==> src/rtl/lsrp_pkg.sv <==
// Shared types and constants for the layered shelf rectangle packer.
// No dependencies; imported by the interfaces and the top level.
`timescale 1ns / 1ps
`default_nettype none

package lsrp_pkg;

    localparam int RECT_DIM_W  = 13;  // rect_width / rect_height
    localparam int COORD_W     = 12;  // place_x / place_y
    localparam int LAYER_OUT_W = 8;   // place_layer
    localparam int CFG_IDX_W   = 2;
    localparam int CFG_DATA_W  = 13;
    localparam int DIM_CFG_W   = 13;  // atlas_width / atlas_height
    localparam int LAYER_CFG_W = 9;   // layer_count
    localparam int PAD_W       = 8;   // pad_pixels

    localparam int DIM_RST    = 1024;
    localparam int LAYERS_RST = 1;
    localparam int PAD_RST    = 1;

    typedef enum logic [CFG_IDX_W-1:0] {
        CFG_ATLAS_WIDTH  = 2'd0,
        CFG_ATLAS_HEIGHT = 2'd1,
        CFG_LAYER_COUNT  = 2'd2,
        CFG_PAD_PIXELS   = 2'd3
    } cfg_idx_t;

endpackage

`default_nettype wire

==> src/rtl/lsrp_ifs.sv <==
// Channel interfaces of the packer: rectangle in, placement out, config write.
// Depends on lsrp_pkg for field widths and register index type.
`timescale 1ns / 1ps
`default_nettype none

interface lsrp_rect_if
    import lsrp_pkg::*;
();
    logic                  valid;
    logic                  ready;
    logic [RECT_DIM_W-1:0] rect_width;
    logic [RECT_DIM_W-1:0] rect_height;

    modport source (output valid, output rect_width, output rect_height, input ready);
    modport sink   (input valid, input rect_width, input rect_height, output ready);
endinterface

interface lsrp_place_if
    import lsrp_pkg::*;
();
    logic                   valid;
    logic                   ready;
    logic [COORD_W-1:0]     place_x;
    logic [COORD_W-1:0]     place_y;
    logic [LAYER_OUT_W-1:0] place_layer;
    logic                   placed;

    modport source (output valid, output place_x, output place_y, output place_layer,
                    output placed, input ready);
    modport sink   (input valid, input place_x, input place_y, input place_layer,
                    input placed, output ready);
endinterface

interface lsrp_cfg_if
    import lsrp_pkg::*;
();
    logic                  valid;
    logic                  ready;
    cfg_idx_t              index;
    logic [CFG_DATA_W-1:0] data;

    modport source (output valid, output index, output data, input ready);
    modport sink   (input valid, input index, input data, output ready);
endinterface

`default_nettype wire

==> src/rtl/layered_shelf_rect_packer.sv <==
// Layered shelf rectangle packer: input register, combinational placement, result register.
// An accepted rectangle is held in the input register, placed, then written to the result register.
// Throughput: one rectangle per cycle while results are taken (place.ready); three parallel fit checks.
// Reset: atlas 1024 x 1024, one layer, padding 1, cursor at (pad, pad), empty shelf, layer 0.
// Any config write restarts the packer; config port is always ready.
// Depends on lsrp_pkg and the interfaces in lsrp_ifs.sv.
`timescale 1ns / 1ps
`default_nettype none

module layered_shelf_rect_packer
    import lsrp_pkg::*;
#(
    parameter int MAX_DIM    = 4096,
    parameter int MAX_LAYERS = 256
) (
    input  wire         clk,
    input  wire         rst_n,
    lsrp_rect_if.sink   rect,
    lsrp_place_if.source place,
    lsrp_cfg_if.sink    cfg
);

    localparam int DW  = $clog2(MAX_DIM + 1);
    localparam int SDW = (DW > PAD_W) ? DW : PAD_W;          // cursor holds a coordinate or pad
    localparam int PWW = RECT_DIM_W + 1;                    // padded size width
    localparam int SW  = ((SDW + 1 > PWW) ? SDW + 1 : PWW) + 1;
    localparam int XDW = (DIM_CFG_W > DW) ? DIM_CFG_W : DW;
    localparam int LW  = (MAX_LAYERS > 1) ? $clog2(MAX_LAYERS) : 1;
    localparam int LCW = $clog2(MAX_LAYERS + 1);
    localparam int XLW = ((LAYER_CFG_W > LCW) ? LAYER_CFG_W : LCW);
    localparam int LSW = ((LCW > LW + 1) ? LCW : LW + 1) + 1;

    localparam logic [DW-1:0]  DIM_RST_EFF =
        DW'((DIM_RST > MAX_DIM) ? MAX_DIM : DIM_RST);
    localparam logic [LCW-1:0] LAYERS_RST_EFF =
        LCW'((LAYERS_RST > MAX_LAYERS) ? MAX_LAYERS : LAYERS_RST);

    // configuration, stored already saturated
    logic [DW-1:0]    width_reg;
    logic [DW-1:0]    height_reg;
    logic [LCW-1:0]   layers_reg;
    logic [PAD_W-1:0] pad_reg;

    // packer state
    logic [SDW-1:0] col_reg, col_next;
    logic [SDW-1:0] row_reg, row_next;
    logic [DW-1:0] shelf_reg, shelf_next;
    logic [LW-1:0] layer_reg, layer_next;

    // input register
    logic                  in_valid_reg;
    logic [RECT_DIM_W-1:0] in_w_reg;
    logic [RECT_DIM_W-1:0] in_h_reg;

    // result register
    logic                   out_valid_reg;
    logic [COORD_W-1:0]     out_x_reg, out_x_next;
    logic [COORD_W-1:0]     out_y_reg, out_y_next;
    logic [LAYER_OUT_W-1:0] out_layer_reg, out_layer_next;
    logic                   out_placed_reg, out_placed_next;

    logic advance;
    logic cfg_fire;
    logic in_fire;

    logic [XDW-1:0] dim_wr;
    logic [DW-1:0]  dim_sat;
    logic [XLW-1:0] lay_wr;
    logic [LCW-1:0] lay_sat;
    logic [PAD_W-1:0] pad_restart;

    logic [SW-1:0] pw, ph, w_s, h_s, pad_s, new_row, x_s, y_s;
    logic          fit_cur, fit_row, fit_lay, pad_w_ok;
    logic [LSW-1:0] layer_inc;
    logic [SW-1:0]  x_out_s, y_out_s;
    logic [LW+LAYER_OUT_W-1:0] layer_ext;

    assign advance  = in_valid_reg && (!out_valid_reg || place.ready);
    assign in_fire  = rect.valid && rect.ready;
    assign cfg_fire = cfg.valid && cfg.ready;

    assign rect.ready  = !in_valid_reg || advance;
    assign cfg.ready   = 1'b1;

    assign place.valid       = out_valid_reg;
    assign place.place_x     = out_x_reg;
    assign place.place_y     = out_y_reg;
    assign place.place_layer = out_layer_reg;
    assign place.placed      = out_placed_reg;

    // saturate config data on write
    always_comb
    begin
        dim_wr  = XDW'(cfg.data[DIM_CFG_W-1:0]);
        dim_sat = (dim_wr > XDW'(MAX_DIM)) ? DW'(MAX_DIM) : DW'(dim_wr);
        lay_wr  = XLW'(cfg.data[LAYER_CFG_W-1:0]);
        lay_sat = (lay_wr > XLW'(MAX_LAYERS)) ? LCW'(MAX_LAYERS) : LCW'(lay_wr);
        pad_restart = (cfg.index == CFG_PAD_PIXELS) ? cfg.data[PAD_W-1:0] : pad_reg;
    end

    // placement: current row, then a new row, then a fresh layer
    always_comb
    begin
        pw    = SW'(in_w_reg) + SW'({pad_reg, 1'b0});
        ph    = SW'(in_h_reg) + SW'({pad_reg, 1'b0});
        w_s   = SW'(width_reg);
        h_s   = SW'(height_reg);
        pad_s = SW'(pad_reg);

        new_row   = SW'(row_reg) + SW'(shelf_reg);
        pad_w_ok  = (pad_s + pw) <= w_s;
        layer_inc = LSW'(layer_reg) + LSW'(1);

        fit_cur = ((SW'(col_reg) + pw) <= w_s) && ((SW'(row_reg) + ph) <= h_s);
        fit_row = (new_row < h_s) && pad_w_ok && ((new_row + ph) <= h_s);
        fit_lay = (layer_inc < LSW'(layers_reg)) && pad_w_ok && ((pad_s + ph) <= h_s);

        col_next   = col_reg;
        row_next   = row_reg;
        shelf_next = shelf_reg;
        layer_next = layer_reg;
        x_s        = pad_s;
        y_s        = pad_s;
        out_placed_next = 1'b1;

        if (fit_cur)
        begin
            x_s = SW'(col_reg);
            y_s = SW'(row_reg);
            if (ph > SW'(shelf_reg))
            begin
                shelf_next = DW'(ph);
            end
        end
        else if (fit_row)
        begin
            y_s        = new_row;
            row_next   = SDW'(new_row);
            shelf_next = DW'(ph);
        end
        else if (fit_lay)
        begin
            layer_next = layer_inc[LW-1:0];
            row_next   = SDW'(pad_s);
            shelf_next = DW'(ph);
        end
        else
        begin
            out_placed_next = 1'b0;
        end

        if (out_placed_next)
        begin
            col_next = SDW'(x_s + pw);  // x + pw <= width, fits SDW
        end

        x_out_s   = x_s + pad_s;
        y_out_s   = y_s + pad_s;
        layer_ext = (LW + LAYER_OUT_W)'(layer_next);

        out_x_next     = out_placed_next ? x_out_s[COORD_W-1:0] : '0;
        out_y_next     = out_placed_next ? y_out_s[COORD_W-1:0] : '0;
        out_layer_next = out_placed_next ? layer_ext[LAYER_OUT_W-1:0] : '0;
    end

    // configuration and packer state
    always_ff @(posedge clk or negedge rst_n)
    begin
        if (!rst_n)
        begin
            width_reg  <= DIM_RST_EFF;
            height_reg <= DIM_RST_EFF;
            layers_reg <= LAYERS_RST_EFF;
            pad_reg    <= PAD_W'(PAD_RST);
            col_reg    <= SDW'(PAD_RST);
            row_reg    <= SDW'(PAD_RST);
            shelf_reg  <= '0;
            layer_reg  <= '0;
        end
        else if (cfg_fire)
        begin
            case (cfg.index)
                CFG_ATLAS_WIDTH:  width_reg  <= dim_sat;
                CFG_ATLAS_HEIGHT: height_reg <= dim_sat;
                CFG_LAYER_COUNT:  layers_reg <= lay_sat;
                CFG_PAD_PIXELS:   pad_reg    <= cfg.data[PAD_W-1:0];
                default:          pad_reg    <= pad_reg;
            endcase
            col_reg   <= SDW'(pad_restart);
            row_reg   <= SDW'(pad_restart);
            shelf_reg <= '0;
            layer_reg <= '0;
        end
        else if (advance)
        begin
            col_reg   <= col_next;
            row_reg   <= row_next;
            shelf_reg <= shelf_next;
            layer_reg <= layer_next;
        end
    end

    // handshake control
    always_ff @(posedge clk or negedge rst_n)
    begin
        if (!rst_n)
        begin
            in_valid_reg  <= 1'b0;
            out_valid_reg <= 1'b0;
        end
        else
        begin
            if (rect.ready)
            begin
                in_valid_reg <= in_fire;
            end
            if (advance)
            begin
                out_valid_reg <= 1'b1;
            end
            else if (place.ready)
            begin
                out_valid_reg <= 1'b0;
            end
        end
    end

    // payload registers
    always_ff @(posedge clk)
    begin
        if (in_fire)
        begin
            in_w_reg <= rect.rect_width;
            in_h_reg <= rect.rect_height;
        end
        if (advance)
        begin
            out_x_reg      <= out_x_next;
            out_y_reg      <= out_y_next;
            out_layer_reg  <= out_layer_next;
            out_placed_reg <= out_placed_next;
        end
    end

endmodule

`default_nettype wire
==> src/flat_wrapper.sv <==
// flat-port wrapper written by rule: the top's interface ports become plain ports
module layered_shelf_rect_packer_flat import lsrp_pkg::*;
#(
    parameter int MAX_DIM    = 4096,
    parameter int MAX_LAYERS = 256
)
  (clk, rst_n, rect_valid, rect_rect_width, rect_rect_height, rect_ready, place_valid, place_place_x, place_place_y, place_place_layer, place_placed, place_ready, cfg_valid, cfg_index, cfg_data, cfg_ready);
  lsrp_rect_if rect_i ();
  lsrp_place_if place_i ();
  lsrp_cfg_if cfg_i ();
  input  wire clk;
  input  wire rst_n;
  input wire logic [$bits(rect_i.valid)-1:0] rect_valid;
  input wire logic [$bits(rect_i.rect_width)-1:0] rect_rect_width;
  input wire logic [$bits(rect_i.rect_height)-1:0] rect_rect_height;
  output wire logic [$bits(rect_i.ready)-1:0] rect_ready;
  output wire logic [$bits(place_i.valid)-1:0] place_valid;
  output wire logic [$bits(place_i.place_x)-1:0] place_place_x;
  output wire logic [$bits(place_i.place_y)-1:0] place_place_y;
  output wire logic [$bits(place_i.place_layer)-1:0] place_place_layer;
  output wire logic [$bits(place_i.placed)-1:0] place_placed;
  input wire logic [$bits(place_i.ready)-1:0] place_ready;
  input wire logic [$bits(cfg_i.valid)-1:0] cfg_valid;
  input wire logic [$bits(cfg_i.index)-1:0] cfg_index;
  input wire logic [$bits(cfg_i.data)-1:0] cfg_data;
  output wire logic [$bits(cfg_i.ready)-1:0] cfg_ready;
  assign rect_i.valid = rect_valid;
  assign rect_i.rect_width = rect_rect_width;
  assign rect_i.rect_height = rect_rect_height;
  assign rect_ready = rect_i.ready;
  assign place_valid = place_i.valid;
  assign place_place_x = place_i.place_x;
  assign place_place_y = place_i.place_y;
  assign place_place_layer = place_i.place_layer;
  assign place_placed = place_i.placed;
  assign place_i.ready = place_ready;
  assign cfg_i.valid = cfg_valid;
  assign cfg_i.index = cfg_index;
  assign cfg_i.data = cfg_data;
  assign cfg_ready = cfg_i.ready;
  layered_shelf_rect_packer #(.MAX_DIM(MAX_DIM), .MAX_LAYERS(MAX_LAYERS)) u_core (.clk(clk), .rst_n(rst_n), .rect(rect_i), .place(place_i), .cfg(cfg_i));
endmodule
==> config.mk <==
export PLATFORM = sky130hd
export DESIGN_NAME = layered_shelf_rect_packer_flat
export DESIGN_NICKNAME = d
export VERILOG_FILES = /design/src/rtl/lsrp_pkg.sv /design/src/rtl/lsrp_ifs.sv /design/src/rtl/layered_shelf_rect_packer.sv /design/src/flat_wrapper.sv
export SDC_FILE = /design/constraint.sdc
export NUM_CORES = 1
export LEC_CHECK = 0
export BUFFER_PORTS_ARGS = -buffer_cell sky130_fd_sc_hd__buf_2
export CORE_AREA = 2 2 179 181
export CTS_CLUSTER_SIZE = 10
export DETAILED_ROUTE_END_ITERATION = 8
export DIE_AREA = 0 0 181 183
export GPL_ROUTABILITY_DRIVEN = 0
export PLACE_DENSITY = 0.57
export SYNTH_ARGS = -nofsm -noshare
export SYNTH_HDL_FRONTEND = slang
export SYNTH_SLANG_ARGS = --single-unit
==> constraint.sdc <==
create_clock -name clk -period 18.34 [get_ports clk]
set_input_delay 0 -clock clk [delete_from_list [all_inputs] [get_ports clk]]
set_output_delay 0 -clock clk [all_outputs]
set_load 0.05 [all_outputs]
Yosys cells after proc, flatten, opt, wreduce, memory -nomap -nowiden
Index checks and enable logic that the tools add are counted.
Operators by class
  equal/unequal tests: 5
  reductions and logical operators: 23
  mux-type cells: 30
  $lt $le $gt $ge: 10
  add/subtract/negate cells: 12
Operator list (count)
  2-to-1 mux 13 bit: 16
  <= comparator 15 x 13 -> 1 bit: 5
  2-to-1 mux 8 bit: 6
  adder 13 x 14 -> 15 bit: 2
  adder 13 x 9 -> 14 bit: 2
  adder 12 x 8 -> 12 bit: 2
  2-to-1 mux 12 bit: 2
  adder 14 x 14 -> 15 bit: 1
  adder 8 x 14 -> 15 bit: 1
  adder 8 x 15 -> 15 bit: 1
  > comparator 15 x 13 -> 1 bit: 1
  adder 13 x 13 -> 14 bit: 1
  < comparator 14 x 13 -> 1 bit: 1
  adder 13 bit: 1
  > comparator 13 bit (second input constant): 1
  < comparator 10 x 9 -> 1 bit: 1
  adder 8 x 1 -> 9 bit (second input constant): 1
  > comparator 9 bit (second input constant): 1
  2-to-1 mux 9 bit: 1
  AND reduction 2 bit: 4
  logical AND 1 bit: 7
  AND reduction 3 bit: 2
  nonzero test 2 bit: 3
  2-to-1 mux 1 bit: 5
  9 further kinds: 12
Word-level totals
  logic and storage cells: 96
  bits of input ports: 46
  bits in registers: 151

Longest topological paths before layout
  depth in word-level cells: 11
  mapped depth: 43
  depth with buffers taken out: 42

Worst setup path after synthesis
Ideal clock, no wire load.
  path type: flip-flop to flip-flop
  start point: reg u_core.pad_reg[0]
  end point: reg u_core.col_reg[12]
  data arrival time: 7.540 ns
  slack: 10.624 ns
  stages on the path, launching flop included: 40
  period minus slack after synthesis: 7.716 ns
  setup time: 0.176 ns
  cell sequence: dfstp_2 ha_1 inv_1 fa_1 nor2b_1 o21a_1 o21ai_1 nor2b_1 xnor2_1 ha_1 or3_1 o311a_1 or4b_1 nand2_1 xnor2_1 ha_1 nand4_1 nor2_1 (+4 left out) o2111a_1 clkbuf_1 buf_1 nand2_1 nand2_1 ha_1 fa_1 a21oi_1 o21bai_1 a21oi_1 o21ai_0 and4_1 a2111oi_0 a21oi_1 xnor2_1 nand3_1 o31ai_1 a211oi_1
Between the ends
  word-level cells in the longest chain between the ends: 10
RTL lines
  from (decl): RTL line layered_shelf_rect_packer.sv:42  | logic [PAD_W-1:0] pad_reg;
  from (signal assigned): RTL line layered_shelf_rect_packer.sv:174  | pad_reg <= PAD_W'(PAD_RST);
  from (signal assigned): RTL line layered_shelf_rect_packer.sv:186  | CFG_PAD_PIXELS: pad_reg <= cfg.data[PAD_W-1:0];
  from (signal assigned): RTL line layered_shelf_rect_packer.sv:187  | default: pad_reg <= pad_reg;
  parallel branches: the longest is 10 deep, another holds adder 13 x 14 -> 15 bit
  to (signal assigned): RTL line layered_shelf_rect_packer.sv:175  | col_reg <= SDW'(PAD_RST);
  to (signal assigned): RTL line layered_shelf_rect_packer.sv:189  | col_reg <= SDW'(pad_restart);
  to (signal assigned): RTL line layered_shelf_rect_packer.sv:196  | col_reg <= col_next;
  to (decl): RTL line layered_shelf_rect_packer.sv:45  | logic [SDW-1:0] col_reg, col_next;
Several ways; the timed one is not identified. The select of a mux whose other input is x is not followed.
A chain may end at the register's enable or synchronous reset.

Worst setup path in the final report
  start point: reg u_core.pad_reg[1]
  end point: reg u_core.out_y_reg[11] (netlist: u_core.place.place_y[11]) (data pin)
Between the ends
  word-level cells in the longest chain between the ends: 8
RTL lines
  adder 13 x 9 -> 14 bit: RTL line layered_shelf_rect_packer.sv:104  | pw = SW'(in_w_reg) + SW'({pad_reg, 1'b0});
  adder 8 x 14 -> 15 bit: RTL line layered_shelf_rect_packer.sv:111  | pad_w_ok = (pad_s + pw) <= w_s;
  <= comparator 15 x 13 -> 1 bit: RTL line layered_shelf_rect_packer.sv:111
  logical AND 1 bit (on tied branches) (2 in a row): RTL line layered_shelf_rect_packer.sv:115, layered_shelf_rect_packer.sv:116
  2-to-1 mux 12 bit or 2-to-1 mux 1 bit (tied branches): RTL line layered_shelf_rect_packer.sv:135, layered_shelf_rect_packer.sv:141
  2-to-1 mux 12 bit or 2-to-1 mux 1 bit (tied branches): RTL line layered_shelf_rect_packer.sv:126, layered_shelf_rect_packer.sv:135
  adder 12 x 8 -> 12 bit or 2-to-1 mux 1 bit (tied branches): RTL line layered_shelf_rect_packer.sv:158, layered_shelf_rect_packer.sv:126
  to (signal assigned): RTL line layered_shelf_rect_packer.sv:239  | out_y_reg <= out_y_next;
  to (decl): RTL line layered_shelf_rect_packer.sv:58  | logic [COORD_W-1:0] out_y_reg, out_y_next;
Several ways; a longest one is shown, not always the timed one.

==> flow_metrics.env <==
export IMPL_status="complete, no violations"
export IMPL_final_core_util=0.506
export IMPL_ios=82
export IMPL_drv_slew=0
export IMPL_root_buffer="clkbuf_16"
export IMPL_startpoint="u_core.pad_reg[1]"
export IMPL_fin_skew_ps=18.8
export IMPL_drive_gt1_frac=0.0938
export IMPL_overflow=0
export IMPL_syn_nets=1817
export IMPL_hold_start="cfg_index[0]"
export IMPL_drt_iter0_drc=742
export IMPL_max_cap_violations=0
export IMPL_hpwl_um=30400
export IMPL_rsz0062_at_grt="false"
export IMPL_cts_setup_buffers=0
export IMPL_arrival_ps=9230
export IMPL_post_route_drc_count=0
export IMPL_clkLatencyLatePin_ps=460
export IMPL_ys_ff_latch=151
export IMPL_die_x_um=181
export IMPL_synth_distinct_cells=82
export IMPL_wirelength_um=39300
export IMPL_period_needed_ps=9040
export IMPL_cts_sink_count=151
export IMPL_cts_tree="built"
export IMPL_worstSetupPathType="reg -> reg"
export IMPL_grt_start_max_net_pins=53
export IMPL_ant_nets=0
export IMPL_yosysSeqAreaShare=0.294
export IMPL_die_area_um2=33100
export IMPL_synth_edf_count=59
export IMPL_fmax_mhz=111
export IMPL_finalCritPeriodShare=0.493
export IMPL_max_clock_path_buffers=2
export IMPL_final_setup_tns_ps=0
export IMPL_vias_per_cell=5.57
export IMPL_grt_pass1_vias=11400
export IMPL_grt_pass1_wl_um=62000
export IMPL_antenna_found_initial=2
export IMPL_vias=11600
export IMPL_yosys_warnings=0
export IMPL_grt_total_usage=0.244
export IMPL_cpPeakStageDelay_ps=630
export IMPL_avgSynthCellArea_um2=8.99
export IMPL_first_pass_iters=5
export IMPL_cts_buffers=17
export IMPL_yosys_top_cells_area="ha_1, dfrtp_1, edfxtp_1"
export IMPL_slowest_stage="dfrtp_1"
export IMPL_synth_async_reset_ratio=0.609
export IMPL_nFillCells=2943
export IMPL_r2r_start="u_core.pad_reg[1]"
export IMPL_setup_viol=0
export IMPL_yosysTopAreaCell="ha_1"
export IMPL_clk_pin_slew_ps=70
export IMPL_htreeDepth=4
export IMPL_cp_max_fo=16
export IMPL_cp_start_kind="flip-flop"
export IMPL_synth_area_um2=13900
export IMPL_area_growth_pct=13.8
export IMPL_synth_top_area_share=0.195
export IMPL_worstHoldPathType="in -> reg"
export IMPL_fp_coreArea_um2=31200
export IMPL_synth_flop_cell="dfrtp_1"
export IMPL_synthCells=1544
export IMPL_routedWlPerCell_um=18.8
export IMPL_worstMarginPinSlew_ps=1220
export IMPL_max_slew_margin=0.182
export IMPL_initial_core_util=0.444
export IMPL_dieHeight_um=183
export IMPL_worstSetupEndpointType="flip-flop"
export IMPL_hold_viol=0
export IMPL_io_buffers=80
export IMPL_critPathRequiredTime_ps=18530
export IMPL_rows=65
export IMPL_final_nets=1945
==> placed cells by master (no fill, tap or decap), drive strengths merged, types with 39 or more instances in the layout <==
master / Yosys / layout
a21o: 49 / 49
a21oi: 105 / 105
buf: 8 / 94
dfrtp: 86 / 86
dlygate4sd3: 0 / 52
edfxtp: 59 / 59
ha: 216 / 216
inv: 111 / 117
nand2: 113 / 113
nand2b: 42 / 42
nand3: 43 / 43
nor2: 113 / 113
o21a: 39 / 39
o21ai: 120 / 120
xnor2: 84 / 84
==> critical path: cells and delay by family (launching register included) <==
| kind | cells | cell delay [ps] |
|---|---|---|
| adders and majority gates | 4 | 1460 |
| and+or+nand+nor | 9 | 1080 |
| xor gates and xnor gates | 3 | 870 |
| DFF | 1 | 630 |
| AOI/OAI and AO/OA | 15 | 3280 |
| buffers and inverters | 2 | 700 |
| muxes | 2 | 740 |
==> synth_stat cells, types with 29 or more instances <==
master,count
o21ai_0,114
dfrtp_1,86
nor2_1,112
a21o_1,49
clkbuf_1,29
mux2i_1,33
o21a_1,39
nand2b_1,42
edfxtp_1,59
ha_1,216
xnor2_1,83
xor2_1,32
inv_1,111
nand2_1,113
nand3_1,43
a21oi_1,104
nor2b_1,29
==> path summary, 6_finish.rpt <==
path / slack [ps] / depth (start not counted) / to
setup / recovery: 9300 / 35 / u_core.place.place_y[11]
hold / removal: 70 / 5 / u_core.col_reg[1]
setup reg to reg: 9300 / 35 / u_core.place.place_y[11]
hold reg to reg: 480 / 2 / u_core.width_reg[11]
max in group asynchronous: 17130 / 3 / u_core.pad_reg[6]
min in group asynchronous: 150 / 2 / u_core.row_reg[8]
==> layer usage <==
metal | vias to the layer above | track usage | wire (µm)
met3 | 41 | 0.0367 | 2010
li1 | 5819 | - | -
met5 | - | 0 | 0
met1 | 5505 | 0.341 | 18900
met4 | 0 | 0.0855 | 1030
met2 | 276 | 0.387 | 17400
==> timing repair <==
item                      in CTS  in global routing
gates resized for setup        0                  0
hold endpoints to repair     109                  0
hold buffers                  52                  0
==> kinds of logic (layout without fill, tap and decap cells) <==
logic type | count (synthesis) | after routing | synth area share
multiplexers | 43 | 43 | 0.0319
AO/OA/AOI/OAI | 418 | 418 | 0.193
flip-flops | 151 | 151 | 0.294
AND/OR/NAND/NOR | 439 | 439 | 0.154
XOR/XNOR | 116 | 116 | 0.0737
other | 1 | 3 | 0.000270
buffers and inverters | 149 | 290 | 0.0418
adder cells (fa/ha/maj) | 227 | 227 | 0.211
==> layout make-up <==
class	instances	area [µm²]	share of cell area
inverter	112	420	0.0266
tap	402	503	0.0318
sequential	151	4080	0.258
antenna	2	5.00	0.000317
clock inverter	13	93.8	0.00594
clock buffer	19	443	0.0280
timing repair buffer	146	1030	0.0651
multi-input combinational	1244	9220	0.584
==> through the flow <==
| step | hold slack [ps] | cells | setup WS (ps) | area, µm² |
|---|---|---|---|---|
| 5_1_grt | 106 | 2088 | 8490 | 15800 |
| 2_1_floorplan | -296 | 1544 | 10620 | 13900 |
| 4_1_cts | 49.5 | 2087 | 9410 | 15800 |
| 3_3_place_gp | 93.6 | 2003 | 9770 | 14700 |
| 6_report | 70.2 | 2089 | 9300 | 15800 |
| 3_5_place_dp | 91.3 | 2003 | 9500 | 14700 |
Power is not shown: default switching activity piles up to over one toggle a cycle in this logic, so the estimate is an artifact.
